## src/sv/lfs_pkg.sv

```systemverilog
package lfs_pkg;

    localparam int PAT_W   = 8;
    localparam int SPEED_W = 8;
    localparam int DRIVE_W = 9;
    localparam int MODE_W  = 2;

    localparam int S_TDATA_W = 16;
    localparam int M_TDATA_W = 24;

    localparam logic [SPEED_W-1:0] MAX_SPEED_RST  = 8'd200;
    localparam logic [SPEED_W-1:0] SPIN_SPEED_RST = 8'd100;

    localparam logic [PAT_W-1:0] MIDDLE_MASK = 8'b0001_1000;
    localparam logic [PAT_W-1:0] LEFT_OUTER  = 8'b1000_0000;
    localparam logic [PAT_W-1:0] RIGHT_OUTER = 8'b0000_0001;

    typedef enum logic [MODE_W-1:0] {
        MODE_FOLLOW = 2'd0,
        MODE_TRACK  = 2'd1,
        MODE_SPIN   = 2'd2
    } mode_t;

    typedef enum logic {
        SIDE_LEFT  = 1'b0,
        SIDE_RIGHT = 1'b1
    } side_t;

    typedef enum logic {
        REG_MAX_SPEED  = 1'b0,
        REG_SPIN_SPEED = 1'b1
    } reg_idx_t;

    typedef struct packed {
        logic                      hit;
        logic signed [DRIVE_W-1:0] left;
        logic signed [DRIVE_W-1:0] right;
    } steer_t;

    typedef struct packed {
        logic [MODE_W-1:0]         mode;
        side_t                     side;
        logic signed [DRIVE_W-1:0] left;
        logic signed [DRIVE_W-1:0] right;
    } state_t;

endpackage

```

## src/sv/lfs_steer.sv

```systemverilog
module lfs_steer import lfs_pkg::*; (
    input  logic [PAT_W-1:0]   pattern,
    input  logic [SPEED_W-1:0] max_speed,
    output steer_t             steer
);

    logic [SPEED_W+1:0]        prod3;
    logic signed [DRIVE_W-1:0] m;
    logic signed [DRIVE_W-1:0] q3;
    logic signed [DRIVE_W-1:0] h;
    logic signed [DRIVE_W-1:0] q;

    assign prod3 = {2'b00, max_speed} + {1'b0, max_speed, 1'b0};
    assign m     = {1'b0, max_speed};
    assign q3    = {1'b0, prod3[SPEED_W+1:2]};
    assign h     = {2'b00, max_speed[SPEED_W-1:1]};
    assign q     = {3'b000, max_speed[SPEED_W-1:2]};

    always_comb begin
        steer.hit   = 1'b1;
        steer.left  = '0;
        steer.right = '0;
        case (pattern)
            8'h80: begin steer.left = -q3; steer.right = m;   end
            8'h01: begin steer.left = m;   steer.right = -q3; end
            8'h18: begin steer.left = m;   steer.right = m;   end
            8'hC0: begin steer.left = -h;  steer.right = m;   end
            8'h03: begin steer.left = m;   steer.right = -h;  end
            8'h60: begin steer.left = '0;  steer.right = m;   end
            8'h06: begin steer.left = m;   steer.right = '0;  end
            8'h0C: begin steer.left = m;   steer.right = h;   end
            8'h30: begin steer.left = h;   steer.right = m;   end
            8'hE0: begin steer.left = -q;  steer.right = m;   end
            8'h07: begin steer.left = m;   steer.right = -q;  end
            8'h70: begin steer.left = q;   steer.right = m;   end
            8'h0E: begin steer.left = m;   steer.right = q;   end
            8'h38: begin steer.left = h;   steer.right = m;   end
            8'h1C: begin steer.left = m;   steer.right = h;   end
            default: steer.hit = 1'b0;
        endcase
    end

endmodule

```

## src/sv/lfs_step.sv

```systemverilog
module lfs_step import lfs_pkg::*; (
    input  logic [PAT_W-1:0]   pattern,
    input  logic               front_seen,
    input  logic [SPEED_W-1:0] max_speed,
    input  logic [SPEED_W-1:0] spin_speed,
    input  state_t             cur,
    output state_t             nxt
);

    steer_t                    steer;
    logic                      turn_hit;
    logic                      turn_acute;
    side_t                     turn_side;
    logic [3:0]                ones;
    logic                      middle;
    logic                      away;
    logic signed [DRIVE_W-1:0] s;
    logic signed [DRIVE_W-1:0] m;

    lfs_steer u_steer (
        .pattern   (pattern),
        .max_speed (max_speed),
        .steer     (steer)
    );

    assign s      = {1'b0, spin_speed};
    assign m      = {1'b0, max_speed};
    assign middle = |(pattern & MIDDLE_MASK);
    assign away   = (cur.side == SIDE_LEFT) ? |(pattern & RIGHT_OUTER)
                                            : |(pattern & LEFT_OUTER);

    always_comb begin
        ones = '0;
        for (int i = 0; i < PAT_W; i++) begin
            ones = ones + {3'b000, pattern[i]};
        end
    end

    always_comb begin
        turn_hit   = 1'b1;
        turn_acute = 1'b0;
        turn_side  = SIDE_LEFT;
        case (pattern)
            8'hF0, 8'h78, 8'h3C, 8'hE8, 8'hB8, 8'hF8, 8'h7C,
            8'hEC, 8'hE6, 8'hBC, 8'hDC, 8'hFC, 8'h7E: begin
                turn_side = SIDE_LEFT;
            end
            8'h0F, 8'h1E, 8'h17, 8'h1D, 8'h1F, 8'h3E,
            8'h37, 8'h67, 8'h3D, 8'h3B, 8'h3F: begin
                turn_side = SIDE_RIGHT;
            end
            8'h19, 8'h0D, 8'h31, 8'h33, 8'h1B, 8'h39: begin
                turn_acute = 1'b1;
                turn_side  = SIDE_RIGHT;
            end
            8'h98, 8'hB0, 8'h8C, 8'hCC, 8'hD8, 8'h9C: begin
                turn_acute = 1'b1;
                turn_side  = SIDE_LEFT;
            end
            default: begin
                turn_hit = (ones >= 4'd7);
            end
        endcase
    end

    always_comb begin
        nxt = cur;
        case (cur.mode)
            MODE_TRACK: begin
                if (away) begin
                    nxt.mode = MODE_FOLLOW;
                end else begin
                    if (steer.hit) begin
                        nxt.left  = steer.left;
                        nxt.right = steer.right;
                    end
                    if (!middle) begin
                        nxt.mode = MODE_SPIN;
                        if (cur.side == SIDE_RIGHT) begin
                            nxt.left  = s;
                            nxt.right = -s;
                        end else begin
                            nxt.left  = -s;
                            nxt.right = s;
                        end
                    end
                end
            end
            MODE_SPIN: begin
                if (middle) begin
                    nxt.mode = MODE_FOLLOW;
                end
            end
            default: begin
                nxt.mode = MODE_FOLLOW;
                if (steer.hit) begin
                    nxt.left  = steer.left;
                    nxt.right = steer.right;
                end else if (turn_hit) begin
                    if (!turn_acute) begin
                        nxt.left  = m;
                        nxt.right = m;
                    end
                    if (turn_acute || !front_seen) begin
                        nxt.side = turn_side;
                        nxt.mode = MODE_TRACK;
                    end
                end
            end
        endcase
    end

endmodule

```

## src/sv/line_follow_steering_fsm_top.sv

```systemverilog
// A result beat is registered and appears on the master side in the cycle after its input beat is taken.
// Throughput: one sample per cycle while m_tready holds; the single result register is refilled while it drains.
// Reset: synchronous, active low; mode returns to follow, turn side to left, both drives
// to zero, max_speed to 200, spin_speed to 100, and the result register empties.
module line_follow_steering_fsm_top import lfs_pkg::*; (
    input  logic                 aclk,
    input  logic                 aresetn,
    input  logic                 cfg_wr_en,
    input  logic                 cfg_index,
    input  logic [SPEED_W-1:0]   cfg_wdata,
    input  logic                 s_tvalid,
    output logic                 s_tready,
    // Fields from bit 0: sensor_pattern[7:0], front_seen[8], zero fill.
    input  logic [S_TDATA_W-1:0] s_tdata,
    output logic                 m_tvalid,
    input  logic                 m_tready,
    // Fields from bit 0: left_drive[8:0], right_drive[17:9], mode_now[19:18], zero fill.
    output logic [M_TDATA_W-1:0] m_tdata
);

    logic [SPEED_W-1:0]   max_speed_reg;
    logic [SPEED_W-1:0]   spin_speed_reg;
    state_t               state_reg;
    state_t               state_next;
    logic                 m_tvalid_reg;
    logic [M_TDATA_W-1:0] m_tdata_reg;
    logic                 s_beat;

    assign s_tready = !m_tvalid_reg || m_tready;
    assign s_beat   = s_tvalid && s_tready;
    assign m_tvalid = m_tvalid_reg;
    assign m_tdata  = m_tdata_reg;

    lfs_step u_step (
        .pattern    (s_tdata[PAT_W-1:0]),
        .front_seen (s_tdata[PAT_W]),
        .max_speed  (max_speed_reg),
        .spin_speed (spin_speed_reg),
        .cur        (state_reg),
        .nxt        (state_next)
    );

    always_ff @(posedge aclk) begin
        if (!aresetn) begin
            max_speed_reg  <= MAX_SPEED_RST;
            spin_speed_reg <= SPIN_SPEED_RST;
        end else if (cfg_wr_en) begin
            case (reg_idx_t'(cfg_index))
                REG_MAX_SPEED:  max_speed_reg  <= cfg_wdata;
                REG_SPIN_SPEED: spin_speed_reg <= cfg_wdata;
                default: ;
            endcase
        end
    end

    always_ff @(posedge aclk) begin
        if (!aresetn) begin
            state_reg    <= '{mode: MODE_FOLLOW, side: SIDE_LEFT, left: '0, right: '0};
            m_tvalid_reg <= 1'b0;
        end else begin
            if (s_beat) begin
                state_reg    <= state_next;
                m_tvalid_reg <= 1'b1;
            end else if (m_tready) begin
                m_tvalid_reg <= 1'b0;
            end
        end
    end

    always_ff @(posedge aclk) begin
        if (s_beat) begin
            m_tdata_reg <= {{(M_TDATA_W - 2*DRIVE_W - MODE_W){1'b0}},
                            state_next.mode, state_next.right, state_next.left};
        end
    end

endmodule

```

## config.mk

```make
export PLATFORM = sky130hd
export DESIGN_NAME = line_follow_steering_fsm_top
export DESIGN_NICKNAME = d
export VERILOG_FILES = /design/src/sv/lfs_pkg.sv /design/src/sv/lfs_steer.sv /design/src/sv/lfs_step.sv /design/src/sv/line_follow_steering_fsm_top.sv
export SDC_FILE = /design/constraint.sdc
export NUM_CORES = 1
export LEC_CHECK = 0
export ABC_AREA = 1
export BUFFER_PORTS_ARGS = -buffer_cell sky130_fd_sc_hd__clkbuf_2
export CORE_MARGIN = 2
export CORE_UTILIZATION = 50
export CTS_CLUSTER_SIZE = 24
export DETAILED_ROUTE_END_ITERATION = 6
export PLACE_DENSITY_LB_ADDON = 0.25
export REMOVE_ABC_BUFFERS = 1
export SYNTH_ARGS = -nofsm -noshare
export SYNTH_HDL_FRONTEND = slang
export SYNTH_SLANG_ARGS = --single-unit
```

## constraint.sdc

```tcl
create_clock -name aclk -period 12.1 [get_ports aclk]
set_clock_uncertainty 0.2 [all_clocks]
set_input_delay 2.42 -clock aclk [delete_from_list [all_inputs] [get_ports aclk]]
set_output_delay 2.42 -clock aclk [all_outputs]
set_load 0.02 [all_outputs]
```

# Word-level counts from Yosys, hierarchy flattened
# Index checks and enable logic that the tools add are counted.
totals:
  reg_bits: 58
  input_bits: 30
  out_inout_bits: 26
  elab_cells: 116
classes:
  n_addsub: 12
  n_lt_le_gt_ge: 1
  n_eq_ne: 53
  n_mux: 22
  bitwise_logic: 3
  reduce_logical: 17
op_table:
  columns: ["operator", "count"]
  rows:
  - ["one-hot mux 18 bit (13 select lines)", 1]
  - ["equality test 8 bit, second input constant", 18]
  - ["2-to-1 mux 18 bit", 6]
  - ["equality test 8 x 6 -> 1 bit, second input constant", 11]
  - ["equality test 8 x 5 -> 1 bit, second input constant", 8]
  - ["equality test 8 x 7 -> 1 bit, second input constant", 6]
  - ["one-hot mux 18 bit (2 select lines)", 1]
  - ["OR reduction 36 bit", 1]
  - ["equality test 8 x 4 -> 1 bit, second input constant", 4]
  - ["adder 4 x 1 -> 4 bit", 6]
  - ["2-to-1 mux 20 bit", 1]
  - ["negation 8 -> 9 bit", 2]
  - ["OR reduction 17 bit", 1]
  - ["equality test 8 x 3 -> 1 bit, second input constant", 2]
  - ["OR reduction 15 bit", 1]
  - ["OR reduction 12 bit", 1]
  - ["adder 8 x 9 -> 10 bit", 1]
  - ["negation 6 -> 9 bit", 1]
  - ["negation 7 -> 9 bit", 1]
  - ["equality test 8 x 1 -> 1 bit, second input constant", 1]
  - ["equality test 8 x 2 -> 1 bit, second input constant", 1]
  - ["2-to-1 mux 2 bit", 4]
  - ["OR reduction 2 bit", 4]
  - ["2-to-1 mux 1 bit", 7]
  - ["other kinds (13)", 18]

# Logic depth before layout (Yosys ltp)
# Gate-level depths: netlist of run 1.
depth:
  word_depth: 12
  depth_mapped: 24
  mapped_depth_nobuf: 24

# Cells and area by module
# From an unflattened synthesis of run 1, not the netlist that was laid out.
unflattened:
  hier_cells: 1047
  area_unflattened_um2: 6293.5
modules_own_cells:
  columns: ["mod", "instances", "cells_each", "area_each_um2", "seq_area_each_um2"]
  rows:
  - ["lfs_step", 1, 467, 2263.4, 0.0]
  - ["line_follow_steering_fsm_top", 1, 239, 2227.1, 1361.3]
  - ["lfs_steer", 1, 341, 1803.0, 0.0]

# Least setup slack after synthesis of run 1
# OpenSTA, ideal clock, no wires.
synth_timing:
  path_kind: "input port to flip-flop"
  start: "input port s_tdata[0]"
  end: "register m_tdata_reg[13], in the netlist m_tdata[13], data pin"
  setup_ps: 255
  arrival_ps: 5655
  t_required_ps: 11645
  path_slack_ps: 5990
  stages: 20
  path_buffers: 1
  path_cell_list: "inv_1 > ha_1 > inv_1 > fa_1 > fa_1 > fa_1 > fa_1 > a21oi_1 > o21ai_0 > o21bai_1 > inv_1 > nand4_1 > nor2_1 > nand2_2 > nand2_2 > buf_4 > a21oi_1 > nor2_1 > nor2_1 > nand2_1"
synth_rtl:
  columns: ["item", "line_no", "source"]
  rows:
  - ["from (decl)", "line_follow_steering_fsm_top.sv:14", "input logic [S_TDATA_W-1:0] s_tdata,"]
  - ["to (signal assigned)", "line_follow_steering_fsm_top.sv:72", "m_tdata_reg <= {{(M_TDATA_W - 2*DRIVE_W - MODE_W){1'b0}},"]
  - ["to (decl)", "line_follow_steering_fsm_top.sv:26", "logic [M_TDATA_W-1:0] m_tdata_reg;"]

==> impl_metrics.json, run 1 <==
{
  "die_y_um": 112,
  "path_clk_slew_ns": 0.05,
  "synthCells": 982,
  "hold_violations": 0,
  "cts_buffers": 9,
  "clkSinkCount": 58,
  "slew_violations": 0,
  "vias": 6465,
  "layout-drive-gt1-share_pct": 10.1,
  "synthArstFlopShare_pct": 0,
  "drv_cap": 0,
  "post_cts_buffers": 0,
  "avgRoutedWirePerCell_um": 15.1,
  "period_share_pct": 53.8,
  "max_slew_margin_pct": 39.0,
  "cp.arrival_ns": 6.38,
  "hpwlAfterDp_um": 12900,
  "cts_tree": "built",
  "start_util_pct": 51.3,
  "diodes": 0,
  "ys_seq_area_share_pct": 23.2,
  "start_kind": "input port",
  "clk_latency_ns": 0.34,
  "largest_register_ffs": 21,
  "track_usage_pct": 28.2,
  "critical_path_class": "in -> reg",
  "drtIter0Drc": 826,
  "synth_edf_count": 20,
  "grt_pass1_vias": 5654,
  "utilization_pct": 56.1,
  "ctsHoldBuffers": 0,
  "grt_pass1_wl_um": 28800,
  "gp_congestion": 0.993,
  "setup_viol": 0,
  "synth.avg_cell_area_um2": 5.97,
  "htreeDepth": 3,
  "cts_max_path_buffers": 2,
  "rsz0062_at_grt": "no",
  "detail_route.first_pass.iterations": 6,
  "drtAntennaViolNets": 0,
  "syn_area_um2": 5860,
  "yosys_warnings": 0,
  "gr-total-overflow": 0,
  "synthFlopType": "dfxtp_1",
  "p_leak_nw": 3.36,
  "dieArea_um2": 12600,
  "cp.required_ns": 11.97,
  "ctsRootBufferMaster": "clkbuf_16",
  "tightest_slew_ns": 0.909,
  "design_area_um2": 6410,
  "status": "complete, no violations",
  "worst_setup_path_end_kind": "flop",
  "powerDensity_nw_per_um2": 116,
  "area_growth_pct": 9.35,
  "ir_drop_mv": 0.129,
  "wl_um": 17500,
  "max_freq_ghz": 0.154,
  "synth_seq_cells": 58,
  "postCtsResizedCells": 0,
  "antenna_found_initial": 0,
  "die_x_um": 112,
  "final_nets": 1068,
  "synth_cell_types": 45,
  "cp_max_fo": 15,
  "num_rows": 39,
  "via_per_inst": 5.59,
  "drcViolationCount": 0,
  "hold_path.class": "reg -> reg",
  "ios": 56,
  "fin_crit_ns": 6.50,
  "grt_max_degree": 29,
  "port-buffer-count": 44,
  "coreArea_um2": 11400,
  "finalSetupTns_ns": 0,
  "dpl-instance-area_um2": 6110
}
## kinds of logic (layout without fill, tap and decap cells)
group,after synthesis,count (layout),synth area share (%)
XOR/XNOR,14,14,2.09
flip-flops,58,58,23.2
other,1,4,0.0640
buffers and inverters,170,199,11.8
AO/OA/AOI/OAI,193,193,18.0
AND/OR/NAND/NOR,517,517,38.0
adder cells (fa/ha/maj),29,29,6.83
## final timing paths
| kind | from | endpoint | slack, ns | depth (start not counted) |
|---|---|---|---|---|
| min reg2reg | m_tvalid | m_tvalid | 0.32 | 2 |
| min | m_tvalid | m_tvalid | 0.32 | 2 |
| max reg2reg | max_speed_reg[3] | m_tdata[16] | 8.55 | 19 |
| max | s_tdata[0] | m_tdata[8] | 5.60 | 20 |
## cell usage after synthesis (all sizes together) (2+ instances only)
master / n / area [um2]
a211oi: 3 / 22.5
a21oi: 91 / 455
a31oi: 2 / 12.5
and2: 2 / 12.5
buf: 14 / 104
clkbuf: 20 / 75.1
clkinv: 7 / 26.3
dfxtp: 38 / 761
edfxtp: 20 / 601
fa: 5 / 100
ha: 24 / 300
inv: 129 / 484
nand2: 310 / 1200
nand3: 74 / 380
nand3b: 4 / 30.0
nand4: 13 / 81.3
nor2: 90 / 373
nor3: 18 / 111
nor3b: 3 / 22.5
nor4: 3 / 18.8
o2111ai: 5 / 43.8
o211ai: 10 / 75.1
o21a: 2 / 15.0
o21ai: 68 / 340
o21bai: 2 / 15.0
o221ai: 2 / 17.5
o22ai: 3 / 18.8
xnor2: 2 / 17.5
xor2: 12 / 105
## worst max-delay path: stages
cell and delay, ns:
clkbuf_2 0.10, inv_1 0.08, ha_1 0.30, inv_1 0.09
fa_1 0.43, fa_1 0.46, fa_1 0.43, fa_1 0.46
a21oi_1 0.14, o21ai_0 0.09, o21bai_1 0.14, inv_1 0.07
nand4_1 0.07, nor2_1 0.06, nand2_2 0.21, nand2_2 0.26
nand2_1 0.14, nand4_1 0.10, o21ai_1 0.26, inv_1 0.07
## power breakdown
| part | switching [mW] | internal (mW) | total, mW |
|---|---|---|---|
| registers | 0.0157 | 0.228 | 0.244 |
| logic | 0.172 | 0.0780 | 0.250 |
| clock network | 0.0886 | 0.160 | 0.249 |
## through the flow
step / instances / worst slack [ns] / total power [mW] / hold slack [ns]
after floorplan: 951 / 5.89 / 0.424 / 0.263
after global placement: 1141 / 5.32 / 0.489 / 0.305
after detailed placement: 1141 / 5.25 / 0.492 / 0.313
after CTS: 1157 / 5.61 / 0.741 / 0.320
after global routing: 1157 / 5.27 / 0.789 / 0.363
final: 1157 / 5.60 / 0.743 / 0.317
## per-layer routing
| metal | vias to the layer above | routed length [um] | part of all wire [%] | track usage [%] |
|---|---|---|---|---|
| met5 | - | 0 | 0 | 0 |
| met4 | 0 | 533 | 3.0 | 9.43 |
| met3 | 42 | 1560 | 8.9 | 5.51 |
| met2 | 326 | 7680 | 44 | 42.9 |
| met1 | 2851 | 7730 | 44 | 40.3 |
| li1 | 3246 | - | - | - |
## final cells by class
| cell class | count | area, um2 |
|---|---|---|
| fillers | 1167 | 5010 |
| multi-input cells | 757 | 3820 |
| flip-flops and latches | 58 | 1360 |
| inverters | 136 | 510 |
| clock buffers | 14 | 284 |
| repair buffers | 47 | 243 |
| well taps | 143 | 179 |
| clock inverters | 2 | 10.0 |
## cells in the final DEF (no fill, tap or decap), types with 3 or more instances in the layout
cell / n
nand2_1: 297
inv_1: 117
a21oi_1: 91
nor2_1: 80
nand3_1: 72
o21ai_0: 54
clkbuf_2: 44
dfxtp_1: 38
ha_1: 24
edfxtp_1: 20
nor3_1: 15
o21ai_1: 14
nand2_2: 13
nand4_1: 13
inv_2: 12
xor2_1: 12
o211ai_1: 10
clkbuf_16: 9
nor2_2: 8
clkinv_1: 7
o2111ai_1: 5
fa_1: 5
nand3b_1: 4
conb_1: 4
clkbuf_8: 4
a211oi_1: 3
nor3b_1: 3
nor4_1: 3
o22ai_1: 3
buf_4: 3
Power figures use the tool's default switching activity.
==> inputs of run 2 (changes only) <==
Clock period 12.1 ns to 6.6 ns, I/O delays scaled along.
==> run 2 against run 1 <==
Sequential cell count is the same. First-iteration DRC count decreased by 0.48%. Clock power rose by 70%. Critical endpoint unchanged. Largest cell class unchanged.
==> impl_metrics.json, run 2 (synthesis results as in run 1) <==
{
  "status": "complete, no violations",
  "path_clk_slew_ns": 0.05,
  "gr-total-overflow": 0,
  "period_share_pct": 82.6,
  "min_path_cells": 2,
  "cp_max_fo": 15,
  "r2r_cells": 19,
  "critical_path_class": "in -> reg",
  "area_growth_pct": 8.97,
  "start_kind": "input port",
  "top_usage_layer": "met2",
  "max_freq_ghz": 0.183,
  "layout-drive-gt1-share_pct": 9.66,
  "path_buf_inv": 5,
  "grt_pass1_vias": 5821,
  "gp_congestion": 0.965,
  "worst_setup_path_end_kind": "flop",
  "die_x_um": 112,
  "antenna_found_initial": 0,
  "use_met1_pct": 38.4,
  "vias": 6502,
  "max_slew_margin_pct": 42.3,
  "coreArea_um2": 11400,
  "ir_drop_mv": 0.202,
  "grtUsageMet2_pct": 43.5,
  "die_y_um": 112,
  "start_util_pct": 51.3,
  "hold_violations": 0,
  "detail_route.first_pass.iterations": 6,
  "globalRouteMet3Util_pct": 5.56,
  "htreeDepth": 3,
  "powerDensity_nw_per_um2": 208,
  "worst_path_dominant_cell_family": "adder cells",
  "cts_max_path_buffers": 2,
  "crit_path_start": "s_tdata[0]",
  "drv_cap": 0,
  "cp.arrival_ns": 5.31,
  "n_fill_cell": 1212,
  "layout.cells.non_filler": 1157,
  "drtAntennaViolNets": 0,
  "layout_common_cells": "297 x nand2_1, 117 x inv_1, 91 x a21oi_1",
  "ctsRootBufferMaster": "clkbuf_16",
  "post_cts_buffers": 0,
  "path_depth": 20,
  "path_cells": "clkbuf_2 > inv_1 > ha_1 > inv_1 > fa_1 > fa_1 > fa_1 > fa_1 > a21oi_1 > o21ai_0 > o21bai_1 > inv_1 > nand4_1 > nor2_1 > nand2_2 > nand2_2 > nand2_1 > nand4_1 > o21ai_1 > inv_1",
  "hpwlAfterDp_um": 12900,
  "port-buffer-count": 44,
  "largest_register_ffs": 21,
  "rsz0062_at_grt": "no",
  "ctsHoldBuffers": 0,
  "grt_max_degree": 31,
  "drtIter0Drc": 822,
  "rr_startpoint": "max_speed_reg[3]",
  "postCtsResizedCells": 0,
  "clkSinkCount": 58,
  "cpPeakStageDelay_ns": 0.50,
  "tightest_slew_ns": 0.860,
  "via_per_inst": 5.62,
  "placed_cells": 1141,
  "cp.required_ns": 6.46,
  "place_ws_ns": 0.866,
  "dieArea_um2": 12600,
  "fin_crit_ns": 5.45,
  "num_rows": 39,
  "hold_slack_ns": 0.313,
  "setup_viol": 0,
  "min_from": "m_tvalid",
  "grt_pass1_wl_um": 28500,
  "p_leak_nw": 3.34,
  "track_usage_pct": 27.9,
  "clk_latency_ns": 0.33,
  "final_common_cell": "nand2_1",
  "cts_tree": "built",
  "ios": 56,
  "avgRoutedWirePerCell_um": 15.1,
  "cts_buffers": 9,
  "drcViolationCount": 0,
  "diodes": 0,
  "critPathCapture": "m_tdata[8]",
  "wl_um": 17400,
  "cpMaxStageDelayCell": "fa_1",
  "finalSetupTns_ns": 0,
  "r2r_slack_ns": 3.09,
  "slew_violations": 0,
  "post-route-worst-setup-slack_ns": 1.15,
  "r2r_end": "m_tdata[16]",
  "final_nets": 1068,
  "hold_path.class": "reg -> reg"
}
run 2: cell types whose count changed in the layout (fill, tap and decap cells not counted), sizes merged:
cell / delta
clkbuf: +2
clkinv: -2
run 2: area by class of cell:
class	instances	area, um2	area share (%)
sequential	58	1360	21.3
multi-input combinational	757	3820	59.8
timing repair buffer	47	243	3.80
tap	143	179	2.80
clock buffer	16	272	4.25
inverter	136	510	8.00
run 2: worst min path at each step:
stage,to
global placement,m_tvalid
global route,m_tvalid
floorplan,spin_speed_reg[0]
detailed placement,m_tvalid
CTS,m_tvalid
finish,m_tvalid
run 2: per-layer routing:
layer,vias to the layer above,share of wire (%)
met2,317,44
met3,42,8.7
li1,3246,-
met4,0,3.0
met1,2897,44
met5,-,0
run 2: worst reg2reg max path: cells and delay by family, from the launching register on:
kind                       cells  cell delay [ns]
and+or+nand+nor               16             1.61
DFF                            1             0.44
adders and majority gates      1             0.54
buffers and inverters          2             0.46
run 2: power by group:
| part | leakage (nW) | switching, mW | internal [mW] |
|---|---|---|---|
| clock | 0.131 | 0.149 | 0.274 |
| combinational | 2.69 | 0.316 | 0.143 |
| sequential | 0.516 | 0.0291 | 0.419 |
run 2: stage by stage:
stage	utilization (%)	total power, mW	cell area (um2)
finish	55.9	1.33	6380
global route	55.9	1.41	6380
CTS	55.9	1.33	6380
detailed placement	53.5	0.902	6110
global placement	53.5	0.897	6110
floorplan	-	0.776	5690
==> inputs of run 3 (changes only) <==
Clock period 6.6 ns to 4.39 ns, I/O delays scaled along.
==> run 3 against run 2 <==
The flow now finishes with violations (setup timing). Combinational power is 81% higher. Total power is 60% higher. Sequential power is 50% higher. Final cell count is 2.0% higher. Utilization is 3.4 points higher. Via count is 4.7% higher. Count of clock-buffer cells in the layout is 4 lower. Largest cell class unchanged. First-iteration DRC count is 6.2% lower. Non-clock buffer count is 22 higher. Sequential cell count stayed put. Clock power is 48% higher. Die area stayed put. Critical endpoint unchanged.
==> impl_metrics.json, run 3 (synthesis results as in run 1) <==
{
  "status": "finished, violations left",
  "violations": "setup timing",
  "hold_path.class": "reg -> reg",
  "cp.required_ns": 4.27,
  "ctsRootBufferMaster": "clkbuf_16",
  "max_slew_margin_pct": 34.8,
  "htreeDepth": 3,
  "rsz0062_at_grt": "yes",
  "grt_pass1_wl_um": 30100,
  "slew_violations": 0,
  "path_clk_slew_ns": 0.05,
  "hold_slack_ns": 0.313,
  "port-buffer-count": 44,
  "clkSinkCount": 58,
  "post-route-worst-setup-slack_ns": -0.00638,
  "grt_pass1_vias": 6139,
  "clk_latency_ns": 0.34,
  "use_met1_pct": 39.9,
  "drcViolationCount": 0,
  "hold_violations": 0,
  "gr-total-overflow": 0,
  "r2r_cells": 19,
  "min_path_cells": 2,
  "tightest_slew_ns": 0.975,
  "setup_viol": 1,
  "avgRoutedWirePerCell_um": 16.1,
  "dieArea_um2": 12600,
  "globalRouteMet3Util_pct": 5.40,
  "cp_max_fo": 6,
  "place_ws_ns": -0.557,
  "antenna_found_initial": 0,
  "die_x_um": 112,
  "cellInternalPower_mw": 1.30,
  "wl_um": 19000,
  "finalSetupTns_ns": -0.00638,
  "critical_path_class": "in -> reg",
  "grt_max_degree": 27,
  "period_share_pct": 100,
  "detail_route.first_pass.iterations": 6,
  "start_util_pct": 51.3,
  "layout-drive-gt1-share_pct": 16.6,
  "placed_cells": 1159,
  "p_leak_nw": 3.51,
  "drtAntennaViolNets": 0,
  "track_usage_pct": 29.5,
  "hpwlAfterDp_um": 13700,
  "final_common_cell": "nand2_1",
  "cts_tree": "built",
  "ctsHoldBuffers": 0,
  "ir_drop_mv": 0.312,
  "area_growth_pct": 15.5,
  "top_usage_layer": "met2",
  "layout.cells.non_filler": 1180,
  "coreArea_um2": 11400,
  "cp.arrival_ns": 4.27,
  "via_per_inst": 5.77,
  "start_kind": "input port",
  "max_freq_ghz": 0.227,
  "worst_setup_path_end_kind": "flop",
  "cts_max_path_buffers": 2,
  "n_fill_cell": 1177,
  "fin_crit_ns": 4.40,
  "cts_buffers": 9,
  "num_rows": 39,
  "seq_power_share_pct": 31.6,
  "p_sw_share_pct": 38.8,
  "grtUsageMet2_pct": 46.9,
  "powerDensity_nw_per_um2": 314,
  "p_comb_share_pct": 39.0,
  "ios": 56,
  "gp_congestion": 1.01,
  "p_clk_share_pct": 29.4,
  "diodes": 0,
  "largest_register_ffs": 21,
  "die_y_um": 112,
  "layout_common_cells": "283 x nand2_1, 111 x inv_1, 86 x a21oi_1",
  "final_nets": 1091,
  "vias": 6807,
  "drv_cap": 0,
  "drtIter0Drc": 771,
  "p_sw_mw": 0.824,
  "utilization_pct": 59.3
}
==> run 3: repair_timing <==
action                                  CTS  global route
pin swaps                                32            19
resized for setup                        35            37
endpoints found under the setup margin   38            39
gates cloned                              2             0
setup buffers                             3             0
==> run 3: power by group through the flow <==
| stage | combinational [mW] | clock (mW) | sequential [mW] |
|---|---|---|---|
| after detailed placement | 0.712 | 0 | 0.679 |
| after global placement | 0.699 | 0 | 0.678 |
| final | 0.829 | 0.624 | 0.671 |
| after global routing | 0.915 | 0.657 | 0.677 |
| after floorplan | 0.457 | 0 | 0.710 |
| after CTS | 0.771 | 0.633 | 0.670 |
==> run 3: path summary, 6_finish.rpt <==
path              slack (ns)              from    endpoint
hold reg to reg         0.31          m_tvalid    m_tvalid
setup reg to reg        0.82  max_speed_reg[3]  m_tdata[7]
setup / recovery      -0.006        s_tdata[1]  m_tdata[8]
hold / removal          0.31          m_tvalid    m_tvalid
==> run 3: per-stage QoR <==
stage | power (mW) | area (um2)
detailed placement | 1.39 | 6250
finish | 2.12 | 6770
CTS | 2.07 | 6640
global placement | 1.38 | 6250
global route | 2.25 | 6770
floorplan | 1.17 | 5690
==> run 3: per-layer routing <==
layer / part of all wire [%] / vias to the layer above
met1: 42 / 3094
met3: 9.0 / 61
met5: 0 / -
met4: 3.6 / 0
met2: 45 / 349
li1: - / 3303
==> run 3: final cells by class <==
cell class	instances	area, um2	share of cell area [%]
tap	143	179	2.64
sequential	58	1360	20.1
inverter	136	518	7.65
clock inverter	4	18.8	0.277
multi-input combinational	758	4010	59.2
timing repair buffer	69	435	6.43
clock buffer	12	246	3.64
==> run 3: critical path: stages <==
cell and delay, ns:
buf_6 0.09, inv_4 0.04, ha_4 0.25, inv_2 0.03
fa_1 0.50, fa_1 0.44, fa_2 0.37, fa_2 0.36
a21oi_2 0.13, o21ai_1 0.07, o21bai_1 0.13, inv_1 0.07
nand4_1 0.08, nor2_1 0.06, nand2_2 0.17, nand2_4 0.15
nand2_1 0.09, nand4_1 0.12, o21ai_2 0.21, inv_1 0.06
